$ cat src/rtl/ssd_pkg.sv
// ----------------------------------------------------------------------------
// ssd_pkg
// shared types and constants of the scanned segment display driver
// ----------------------------------------------------------------------------
package ssd_pkg;

    typedef enum logic [2:0] {
        OP_TICK    = 3'd0,
        OP_PATTERN = 3'd1,
        OP_HIDE    = 3'd2,
        OP_NORMAL  = 3'd3,
        OP_BLINK   = 3'd4
    } op_t;

    typedef enum logic [1:0] {
        CFG_DIGITS = 2'd0,
        CFG_SCAN   = 2'd1,
        CFG_PERIOD = 2'd2
    } cfg_idx_t;

    typedef enum logic [1:0] {
        DS_NORMAL = 2'd0,
        DS_HIDDEN = 2'd1,
        DS_BLINK  = 2'd2
    } disp_t;

    typedef enum logic [2:0] {
        S_IDLE,
        S_APPLY,
        S_DIV,
        S_EMIT
    } state_t;

    localparam logic [31:0] RESET_BLINK  = 32'd1000;
    localparam logic [31:0] RESET_PERIOD = 32'd2;
    localparam logic [3:0]  RESET_DIGITS = 4'd8;

    typedef struct packed {
        logic [2:0]  operation;
        logic [3:0]  digit;
        logic [31:0] value;
    } in_t;

    typedef struct packed {
        logic [2:0]  digit_index;
        logic [31:0] segments;
        logic        last;
    } out_t;

    // controller to datapath
    typedef struct packed {
        logic load;       // capture item, advance time
        logic apply;      // apply setting at current index
        logic div_start;  // start phase division for current index
        logic emit;       // drive result at current index
        logic step;       // advance index
    } cmd_t;

    // datapath to controller
    typedef struct packed {
        logic is_tick;
        logic is_set;
        logic scan;
        logic scan_due;
        logic need_div;
        logic div_done;
        logic at_end;
    } sts_t;

endpackage

$ cat src/rtl/ssd_ctrl.sv
// ----------------------------------------------------------------------------
// ssd_ctrl
// sequencer: walks digits for settings and drive words
// ----------------------------------------------------------------------------
module ssd_ctrl (
    input  logic          clk,
    input  logic          rst_n,
    input  logic          start,
    output logic          busy,
    input  ssd_pkg::sts_t sts,
    output ssd_pkg::cmd_t cmd
);

    ssd_pkg::state_t state_reg, state_next;

    always_ff @(posedge clk or negedge rst_n)
    begin
        if (!rst_n)
        begin
            state_reg <= ssd_pkg::S_IDLE;
        end
        else
        begin
            state_reg <= state_next;
        end
    end

    always_comb
    begin
        state_next = state_reg;
        case (state_reg)
            ssd_pkg::S_IDLE:
            begin
                if (start)
                begin
                    state_next = ssd_pkg::S_APPLY;
                end
            end
            ssd_pkg::S_APPLY:
            begin
                // item registered; decide path
                if (sts.is_set)
                begin
                    if (sts.at_end)
                    begin
                        state_next = ssd_pkg::S_IDLE;
                    end
                end
                else if (sts.is_tick && (!sts.scan || sts.scan_due))
                begin
                    state_next = ssd_pkg::S_DIV;
                end
                else
                begin
                    state_next = ssd_pkg::S_IDLE;
                end
            end
            ssd_pkg::S_DIV:
            begin
                if (!sts.need_div || sts.div_done)
                begin
                    state_next = ssd_pkg::S_EMIT;
                end
            end
            ssd_pkg::S_EMIT:
            begin
                state_next = sts.at_end ? ssd_pkg::S_IDLE : ssd_pkg::S_DIV;
            end
            default:
            begin
                state_next = ssd_pkg::S_IDLE;
            end
        endcase
    end

    always_comb
    begin
        cmd  = '0;
        busy = 1'b1;
        case (state_reg)
            ssd_pkg::S_IDLE:
            begin
                busy     = 1'b0;
                cmd.load = start;
            end
            ssd_pkg::S_APPLY:
            begin
                cmd.apply = sts.is_set;
                cmd.step  = sts.is_set;
            end
            ssd_pkg::S_DIV:
            begin
                cmd.div_start = 1'b1;
            end
            ssd_pkg::S_EMIT:
            begin
                cmd.emit = 1'b1;
                cmd.step = 1'b1;
            end
            default:
            begin
                busy = 1'b1;
            end
        endcase
    end

`ifndef SYNTHESIS
    a_emit_from_div: assert property (@(posedge clk) disable iff (!rst_n)
        state_reg == ssd_pkg::S_EMIT |-> $past(state_reg) == ssd_pkg::S_DIV)
        else $error("emit without division phase");
    a_busy_after_start: assert property (@(posedge clk) disable iff (!rst_n)
        (start && !busy) |=> busy)
        else $error("busy did not rise after start");
    a_no_emit_on_set: assert property (@(posedge clk) disable iff (!rst_n)
        cmd.emit |-> !cmd.apply)
        else $error("emit and apply together");
`endif

endmodule

$ cat src/rtl/ssd_div.sv
// ----------------------------------------------------------------------------
// ssd_div
// restoring divider returning the quotient parity, one bit per cycle
// ----------------------------------------------------------------------------
module ssd_div (
    input  logic        clk,
    input  logic        rst_n,
    input  logic        go,
    input  logic [31:0] dividend,
    input  logic [31:0] divisor,
    output logic        done,
    output logic        odd
);

    logic [31:0] quo_reg, quo_next;
    logic [32:0] rem_reg, rem_next;
    logic [31:0] dvs_reg;
    logic [5:0]  cnt_reg, cnt_next;
    logic        run_reg, run_next;
    logic        done_reg, done_next;
    logic [32:0] trial;

    assign trial = {rem_reg[31:0], quo_reg[31]};

    always_comb
    begin
        quo_next  = quo_reg;
        rem_next  = rem_reg;
        cnt_next  = cnt_reg;
        run_next  = run_reg;
        done_next = 1'b0;
        if (!run_reg && go && !done_reg)
        begin
            quo_next = dividend;
            rem_next = '0;
            cnt_next = 6'd0;
            run_next = 1'b1;
        end
        else if (run_reg)
        begin
            if (trial >= {1'b0, dvs_reg})
            begin
                rem_next = trial - {1'b0, dvs_reg};
                quo_next = {quo_reg[30:0], 1'b1};
            end
            else
            begin
                rem_next = trial;
                quo_next = {quo_reg[30:0], 1'b0};
            end
            cnt_next = cnt_reg + 6'd1;
            if (cnt_reg == 6'd31)
            begin
                run_next  = 1'b0;
                done_next = 1'b1;
            end
        end
    end

    always_ff @(posedge clk or negedge rst_n)
    begin
        if (!rst_n)
        begin
            run_reg  <= 1'b0;
            done_reg <= 1'b0;
            cnt_reg  <= '0;
        end
        else
        begin
            run_reg  <= run_next;
            done_reg <= done_next;
            cnt_reg  <= cnt_next;
        end
    end

    always_ff @(posedge clk)
    begin
        quo_reg <= quo_next;
        rem_reg <= rem_next;
        if (!run_reg && go)
        begin
            dvs_reg <= (divisor == 32'd0) ? 32'd1 : divisor;
        end
    end

    assign done = done_reg;
    assign odd  = quo_reg[0];

`ifndef SYNTHESIS
    a_done_pulse: assert property (@(posedge clk) disable iff (!rst_n)
        done |=> !done)
        else $error("division done held");
    a_done_after_run: assert property (@(posedge clk) disable iff (!rst_n)
        done |-> $past(run_reg))
        else $error("done without running");
    a_cnt_idle: assert property (@(posedge clk) disable iff (!rst_n)
        run_reg |-> cnt_reg <= 6'd31)
        else $error("divider count overrun");
`endif

endmodule

$ cat src/rtl/ssd_dp.sv
// ----------------------------------------------------------------------------
// ssd_dp
// datapath: config, time, per-digit tables, phase divider, result register
// ----------------------------------------------------------------------------
module ssd_dp #(
    parameter int MAX_DIGITS = 8
) (
    input  logic          clk,
    input  logic          rst_n,
    input  ssd_pkg::in_t  in_item,
    input  logic          cfg_valid,
    input  logic [1:0]    cfg_index,
    input  logic [31:0]   cfg_data,
    input  ssd_pkg::cmd_t cmd,
    output ssd_pkg::sts_t sts,
    output ssd_pkg::out_t result,
    output logic          result_valid
);

    localparam int IW = (MAX_DIGITS > 1) ? $clog2(MAX_DIGITS) : 1;
    localparam int NW = $clog2(MAX_DIGITS + 1);

    logic [3:0]  digits_reg;
    logic        scan_reg;
    logic [31:0] period_reg;
    logic [31:0] time_reg;
    logic [31:0] lst_reg;
    logic [IW-1:0] pos_reg;

    logic [31:0] pat_reg   [MAX_DIGITS];
    logic [1:0]  disp_reg  [MAX_DIGITS];
    logic [31:0] blink_reg [MAX_DIGITS];

    ssd_pkg::in_t item_reg;
    logic [IW-1:0] idx_reg;
    logic [IW-1:0] hi_reg;   // last index to visit
    logic          skip_reg; // setting targets no digit

    logic [NW-1:0] n;
    logic [3:0]    d;
    logic          div_done, div_odd, div_go;
    logic [31:0]   elapsed;
    logic [31:0]   time_sum;
    logic          set_op;
    logic          tick_op;
    logic [IW-1:0] scan_pos;
    logic [IW-1:0] drv;

    always_comb
    begin
        if (digits_reg == 4'd0)
        begin
            n = NW'(1);
        end
        else if (32'(digits_reg) > 32'(MAX_DIGITS))
        begin
            n = NW'(MAX_DIGITS);
        end
        else
        begin
            n = NW'(digits_reg);
        end
    end

    assign d        = in_item.digit;
    assign time_sum = time_reg + in_item.value;
    assign elapsed  = time_reg - lst_reg;
    assign tick_op  = (item_reg.operation == ssd_pkg::OP_TICK);
    assign set_op   = (item_reg.operation == ssd_pkg::OP_PATTERN)
                   || (item_reg.operation == ssd_pkg::OP_HIDE)
                   || (item_reg.operation == ssd_pkg::OP_NORMAL)
                   || ((item_reg.operation == ssd_pkg::OP_BLINK) && (item_reg.value != 32'd0));
    assign scan_pos = (32'(pos_reg) >= 32'(n)) ? '0 : pos_reg;

    // control, config and time state
    always_ff @(posedge clk or negedge rst_n)
    begin
        if (!rst_n)
        begin
            digits_reg   <= ssd_pkg::RESET_DIGITS;
            scan_reg     <= 1'b0;
            period_reg   <= ssd_pkg::RESET_PERIOD;
            time_reg     <= '0;
            lst_reg      <= '0;
            pos_reg      <= '0;
            idx_reg      <= '0;
            hi_reg       <= '0;
            skip_reg     <= 1'b0;
            result_valid <= 1'b0;
        end
        else
        begin
            result_valid <= cmd.emit;
            if (cfg_valid)
            begin
                case (cfg_index)
                    ssd_pkg::CFG_DIGITS: digits_reg <= cfg_data[3:0];
                    ssd_pkg::CFG_SCAN:
                    begin
                        scan_reg <= cfg_data[0];
                        if (cfg_data[0])
                        begin
                            lst_reg <= time_reg;
                            pos_reg <= '0;
                        end
                    end
                    ssd_pkg::CFG_PERIOD: period_reg <= cfg_data;
                    default: ;
                endcase
            end
            if (cmd.load)
            begin
                if (in_item.operation == ssd_pkg::OP_TICK)
                begin
                    time_reg <= time_sum;
                end
                if (in_item.operation != ssd_pkg::OP_TICK)
                begin
                    skip_reg <= (d != 4'd0) && (32'(d) > 32'(n));
                    idx_reg  <= (d == 4'd0) ? '0 : IW'(d - 4'd1);
                    hi_reg   <= (d == 4'd0) ? IW'(n - NW'(1)) : IW'(d - 4'd1);
                end
                else
                begin
                    skip_reg <= 1'b0;
                    idx_reg  <= '0;
                    hi_reg   <= IW'(n - NW'(1));
                end
            end
            if (cmd.emit && scan_reg)
            begin
                lst_reg <= lst_reg + period_reg;
                pos_reg <= (32'(scan_pos) + 1 >= 32'(n)) ? '0 : scan_pos + IW'(1);
            end
            if (cmd.step)
            begin
                idx_reg <= idx_reg + IW'(1);
            end
        end
    end

    // item register and per-digit tables
    always_ff @(posedge clk)
    begin
        if (cmd.load)
        begin
            item_reg <= in_item;
        end
    end

    always_ff @(posedge clk or negedge rst_n)
    begin
        if (!rst_n)
        begin
            for (int i = 0; i < MAX_DIGITS; i++)
            begin
                pat_reg[i]   <= '0;
                disp_reg[i]  <= ssd_pkg::DS_NORMAL;
                blink_reg[i] <= ssd_pkg::RESET_BLINK;
            end
        end
        else if (cmd.apply && !skip_reg)
        begin
            case (item_reg.operation)
                ssd_pkg::OP_PATTERN: pat_reg[idx_reg] <= item_reg.value;
                ssd_pkg::OP_HIDE:    disp_reg[idx_reg] <= ssd_pkg::DS_HIDDEN;
                ssd_pkg::OP_NORMAL:  disp_reg[idx_reg] <= ssd_pkg::DS_NORMAL;
                ssd_pkg::OP_BLINK:
                begin
                    disp_reg[idx_reg]  <= ssd_pkg::DS_BLINK;
                    blink_reg[idx_reg] <= item_reg.value;
                end
                default: ;
            endcase
        end
    end

    // digit being driven: scan position in scan mode, else running index
    assign drv = scan_reg ? scan_pos : idx_reg;

    assign div_go = cmd.div_start && (disp_reg[drv] == ssd_pkg::DS_BLINK);

    ssd_div u_div (
        .clk      (clk),
        .rst_n    (rst_n),
        .go       (div_go),
        .dividend (time_reg),
        .divisor  (blink_reg[drv]),
        .done     (div_done),
        .odd      (div_odd)
    );

    always_ff @(posedge clk)
    begin
        if (cmd.emit)
        begin
            result.digit_index <= 3'(drv);
            if (disp_reg[drv] == ssd_pkg::DS_HIDDEN)
            begin
                result.segments <= '0;
            end
            else if (disp_reg[drv] == ssd_pkg::DS_BLINK && div_odd)
            begin
                result.segments <= '0;
            end
            else
            begin
                result.segments <= pat_reg[drv];
            end
            result.last <= scan_reg || (idx_reg == hi_reg);
        end
    end

    always_comb
    begin
        sts.is_tick  = tick_op;
        sts.is_set   = set_op;
        sts.scan     = scan_reg;
        sts.scan_due = elapsed >= period_reg;
        sts.need_div = (disp_reg[drv] == ssd_pkg::DS_BLINK);
        sts.div_done = div_done;
        // settings walk their digits in either mode
        sts.at_end   = skip_reg || (scan_reg && tick_op) || (idx_reg == hi_reg);
    end

`ifndef SYNTHESIS
    a_last_on_end: assert property (@(posedge clk) disable iff (!rst_n)
        result_valid |-> $past(cmd.emit))
        else $error("result without emit");
    a_idx_range: assert property (@(posedge clk) disable iff (!rst_n)
        32'(idx_reg) < 32'(MAX_DIGITS))
        else $error("index out of range");
    a_pos_range: assert property (@(posedge clk) disable iff (!rst_n)
        32'(pos_reg) < 32'(MAX_DIGITS))
        else $error("scan position out of range");
`endif

endmodule

$ cat src/rtl/segment_display_scan_blink.sv
// ----------------------------------------------------------------------------
// segment_display_scan_blink
// multiplexed segment display driver with per-digit hide and blink
// ----------------------------------------------------------------------------
// command channel: item taken when start is high and busy is low
// config channel: cfg_valid/cfg_ready with cfg_index and cfg_data; ready
//   is always high, write only while idle
// result channel: result_valid strobes for one cycle per drive word; the
//   receiver cannot stall, every strobe is a transfer
// a setting item is applied to each digit touched in turn, in the apply state
// a tick in static mode gives one word per digit in use; each digit passes
//   the division and emit states, and a blinking digit waits in the division
//   state for its quotient parity division
// a scan tick gives at most one word, through the same states
// a tick's first word passes the apply, division and emit states before it is registered
// reset: 8 digits, static mode, scan period 2, patterns zero, all normal,
//   blink periods 1000, time zero
// ----------------------------------------------------------------------------
module segment_display_scan_blink #(
    parameter int MAX_DIGITS = 8
) (
    input  logic          clk,
    input  logic          rst_n,
    input  logic          start,
    output logic          busy,
    input  ssd_pkg::in_t  item,
    input  logic          cfg_valid,
    output logic          cfg_ready,
    input  logic [1:0]    cfg_index,
    input  logic [31:0]   cfg_data,
    output logic          result_valid,
    output ssd_pkg::out_t result
);

    ssd_pkg::cmd_t cmd;
    ssd_pkg::sts_t sts;

    assign cfg_ready = 1'b1;

    ssd_ctrl u_ctrl (
        .clk   (clk),
        .rst_n (rst_n),
        .start (start),
        .busy  (busy),
        .sts   (sts),
        .cmd   (cmd)
    );

    ssd_dp #(.MAX_DIGITS(MAX_DIGITS)) u_dp (
        .clk          (clk),
        .rst_n        (rst_n),
        .in_item      (item),
        .cfg_valid    (cfg_valid),
        .cfg_index    (cfg_index),
        .cfg_data     (cfg_data),
        .cmd          (cmd),
        .sts          (sts),
        .result       (result),
        .result_valid (result_valid)
    );

endmodule

$ cat config.mk
export PLATFORM = sky130hd
export DESIGN_NAME = segment_display_scan_blink
export DESIGN_NICKNAME = d
export VERILOG_FILES = /design/src/rtl/ssd_pkg.sv /design/src/rtl/ssd_ctrl.sv /design/src/rtl/ssd_div.sv /design/src/rtl/ssd_dp.sv /design/src/rtl/segment_display_scan_blink.sv
export SDC_FILE = /design/constraint.sdc
export NUM_CORES = 2
export LEC_CHECK = 0
export BUFFER_PORTS_ARGS = -buffer_cell sky130_fd_sc_hd__buf_4
export CORE_MARGIN = 5
export CORE_UTILIZATION = 57
export DETAILED_ROUTE_END_ITERATION = 8
export GPL_TIMING_DRIVEN = 1
export PLACE_DENSITY = 0.79
export SYNTH_ARGS = -nofsm -noshare
export SYNTH_HDL_FRONTEND = slang
export SYNTH_SLANG_ARGS = --single-unit
$ cat constraint.sdc
create_clock -name clk -period 6.1 [get_ports clk]
set_clock_uncertainty 0.1 [all_clocks]
set_input_delay 0.61 -clock clk [delete_from_list [all_inputs] [get_ports clk]]
set_output_delay 0.61 -clock clk [all_outputs]
set_load 0.05 [all_outputs]
==> results by group <==
Outcome
  – Status: finished clean

Clocking
  – CTS buffer count: 85
  – Post-CTS Setup Inserts: 0
  – CTS tree: built
  – Clock buffer depth: 3
  – Sink Count: 817
  – H-tree depth: 3
  – CTS Root Cell: clkbuf_16
  – Clock transition at the registers of the reported paths: 60 ps
  – Clk Latency, worst-skew pair: 650 ps

Timing
  – Worst setup margin: 728 ps
  – Final slew viol count: 0
  – Max Fclk: 186 MHz
  – RSZ-0062 raised after global routing: no
  – Final setup fails: 0
  – Worst-Margin Slew: 1190 ps
  – Slew headroom: 20.3%
  – Final hold viol count: 0
  – Setup TNS: 0 ps
  – WHS: 70.3 ps
  – Final period demand of the worst path: 5370 ps
  – Final period util: 88.1%

Power and ir drop
  – Int Power: 16.4 mW
  – Power per cell area: 527 nW/um2
  – Sw Share: 38.9%
  – Net Sw Power: 10.4 mW
  – Clock power frac: 21.4%
  – Sequential power share: 34.1%
  – Leakage: 23.4 nW
  – Logic pwr share: 44.6%
  – Power Total: 26.8 mW
  – Peak supply drop: 0.389 mV

Synth
  – Seq cells post-synth: 817
  – Synth top area cells: dfrtp_1 33%, mux2_2 15%, edfxtp_1 8.8%
  – Post-synth top area share: 32.7%
  – Ys flop type: dfrtp_1
  – Synth Cell Area: 45900 um2
  – Synth cell types: 76
  – Sequential element share of the synthesized area: 45.8%
  – Post-synth top area cell: dfrtp_1
  – Syn avg cell area: 11.3 um2
  – Yosys Warn Count: 0
  – Syn nets: 4314
  – Cell count after synthesis: 4059
  – Post-synth EDFFs: 135
  – Post-synth ARST share: 79.6%

Detailed routing
  – DR vias/cell: 6.55
  – DR iter-0 viols: 3303
  – ANT nets after route: 0
  – Avg WL per Cell: 22.8 um
  – Wirelength, routed: 118000 um
  – # DRC: 0
  – DRT Pass-1 Iters: 6
  – Via Count: 33800

Hold path
  – Worst Hold Depth: 1
  – Hold_sp: item[29]
  – Hold endpoint: u_dp.item_reg[29]$_DFFE_PP_
  – Hold WC Path Type: primary input to flip-flop

Worst setup path
  – Worst setup SP type: flip-flop
  – R2R cell count: 16
  – Worst setup EP type: flip-flop
  – CP max FO: 32
  – Critical path class: flip-flop to flip-flop
  – Reg2reg end: u_dp.u_div.quo_reg[31]$_DFFE_PP_
  – Critical R2R Launch: u_dp.digits_reg[3]$_DFFE_PN1P_
  – WP data required: 6300 ps
  – Reg2Reg Setup Slack: 730 ps
  – Crit path from: u_dp.digits_reg[3]$_DFFE_PN1P_
  – WP data arrival: 5570 ps

Global route
  – Largest net degree at the start of global routing: 206
  – All-Layer GR Usage: 26.7%
  – Initial antenna violation count: 2
  – Vias in the first global route: 33700
  – First-pass GRT wire length: 186000 um
  – Gr ovfl total: 0

Layout
  – Share of layout cells above drive strength 1: 26.0%
  – Fin nets: 4292
  – Flip-flop and latch area: 21000 um2
  – Design area: 50800 um2
  – Antenna cells: 0
  – Core Util, Final: 63.4%
  – Layout fillers: 6052
  – Finished Layout Cells: 5169
  – Multi-input gate area: 23400 um2
  – P&R area growth vs syn: 10.8%

Place
  – Dpl cells: 5009
  – Final HPWL DP: 73800 um
  – Dpl cell area: 47700 um2
  – Gpl congestion: 0.913
  – Worst slack at placement: 879 ps
  – Port Buffers: 114

Die
  – Die area: 86300 um2
  – Starting Density: 57.2%
  – Die Span Y: 294 um
  – Row count: 104
  – Core ar.: 80200 um2
  – Chip width: 294 um
  – IO Pins: 116

Run
  – Max_cap viols: 0
## cell usage after synthesis, drive strengths merged, types with 24 or more instances
cell / instances
a22o: 99
nor3: 24
xnor2: 60
a21o: 64
a221o: 97
nand3: 38
mux2i: 146
a21oi: 192
a22oi: 34
clkbuf: 208
dfxtp: 32
nand2b: 33
nor2: 197
dfrtp: 600
o21ai: 187
xor2: 48
nor2b: 60
buf: 79
edfxtp: 135
mux4: 64
inv: 140
a211oi: 87
ha: 174
o32ai: 31
dfstp: 50
a311oi: 66
mux2: 597
nand2: 276
## cell usage in the layout (no fill, tap or decap), types with 32 or more instances in the layout
cell       netlist  layout
nand2b_1        33      33
a221o_1         97      97
nor2b_1         60      60
edfxtp_1       135     135
ha_1           174     174
inv_1          138     137
clkbuf_16        0      92
mux4_2          64      64
mux2_2         594     594
xnor2_1         60      60
a311oi_1        66      66
mux2i_1        146     146
dfrtp_1        600     597
a21oi_1        192     192
a211oi_1        87      86
xor2_1          48      48
buf_4            4     167
nand3_1         38      35
nor2_1         196     195
o21ai_0        184     184
a22oi_1         34      34
dfstp_2         50      50
a22o_1          99      99
dfxtp_1         32      32
nand2_1        276     261
a21o_1          64      63
## worst max-delay path, stage by stage (launching register included)
cell	delay, ps
dfstp_2	630
inv_1	120
o21ai_0	160
inv_1	150
ha_1	310
nand2b_1	150
a21o_1	230
a21o_1	240
a221oi_4	510
mux2_2	400
a222oi_1	410
nand2b_1	230
or3_1	500
nor2b_1	180
buf_4	230
inv_1	90
buf_4	370
## cell families after synthesis
family	count (synthesis)	share of synthesized area, %
compound gates	991	15.4
xor+xnor	108	2.06
fa+ha+maj	178	4.92
buf+inv	427	3.54
flops	817	45.8
mux	807	21.0
other cells	1	0.00817
simple gates	730	7.32
## worst max-delay path by stage
| stage | endpoint | slack, ps | depth (start not counted) |
|---|---|---|---|
| 6_report | u_dp.u_div.quo_reg[31]$_DFFE_PP_ | 730 | 16 |
| 5_1_grt | u_dp.u_div.quo_reg[9]$_DFFE_PP_ | 460 | 16 |
| 4_1_cts | u_dp.u_div.quo_reg[9]$_DFFE_PP_ | 750 | 16 |
| 3_5_place_dp | u_dp.u_div.quo_reg[26]$_DFFE_PP_ | 880 | 16 |
| 3_3_place_gp | u_dp.u_div.quo_reg[27]$_DFFE_PP_ | 990 | 16 |
| 2_1_floorplan | u_dp.u_div.dvs_reg[0]$_SDFFCE_PN1P_ | 120 | 13 |
## timing repair
item	in CTS	in global routing
setup endpoints to repair	0	0
hold buffers	1	0
resized for setup	0	0
hold endpoints to repair	53	0
## layer usage
metal  up-vias  GRT usage [%]  wire length (um)
met3       266           4.00              8050
met1     17100           35.6             48400
met4         4           10.3              4210
li1      15200              -                 -
met5         -              0                21
met2      1299           44.5             57100
## power by group through the flow
stage	sequential [mW]	combinational (mW)	clock (mW)
6_report	9.12	11.9	5.72
3_5_place_dp	9.12	11.7	0
3_3_place_gp	9.01	11.4	0
2_1_floorplan	8.61	9.16	0
4_1_cts	9.06	11.8	5.79
5_1_grt	9.31	13.1	6.02
## layout make-up
type | instances | area share (%)
repair buffers | 178 | 2.87
clock buffers | 126 | 5.12
clock inverters | 33 | 1.03
flip-flops and latches | 817 | 41.4
well taps | 1060 | 2.61
inverters | 140 | 1.04
multi-input cells | 2815 | 46.0
No activity file was read; power rests on OpenSTA's default activity.
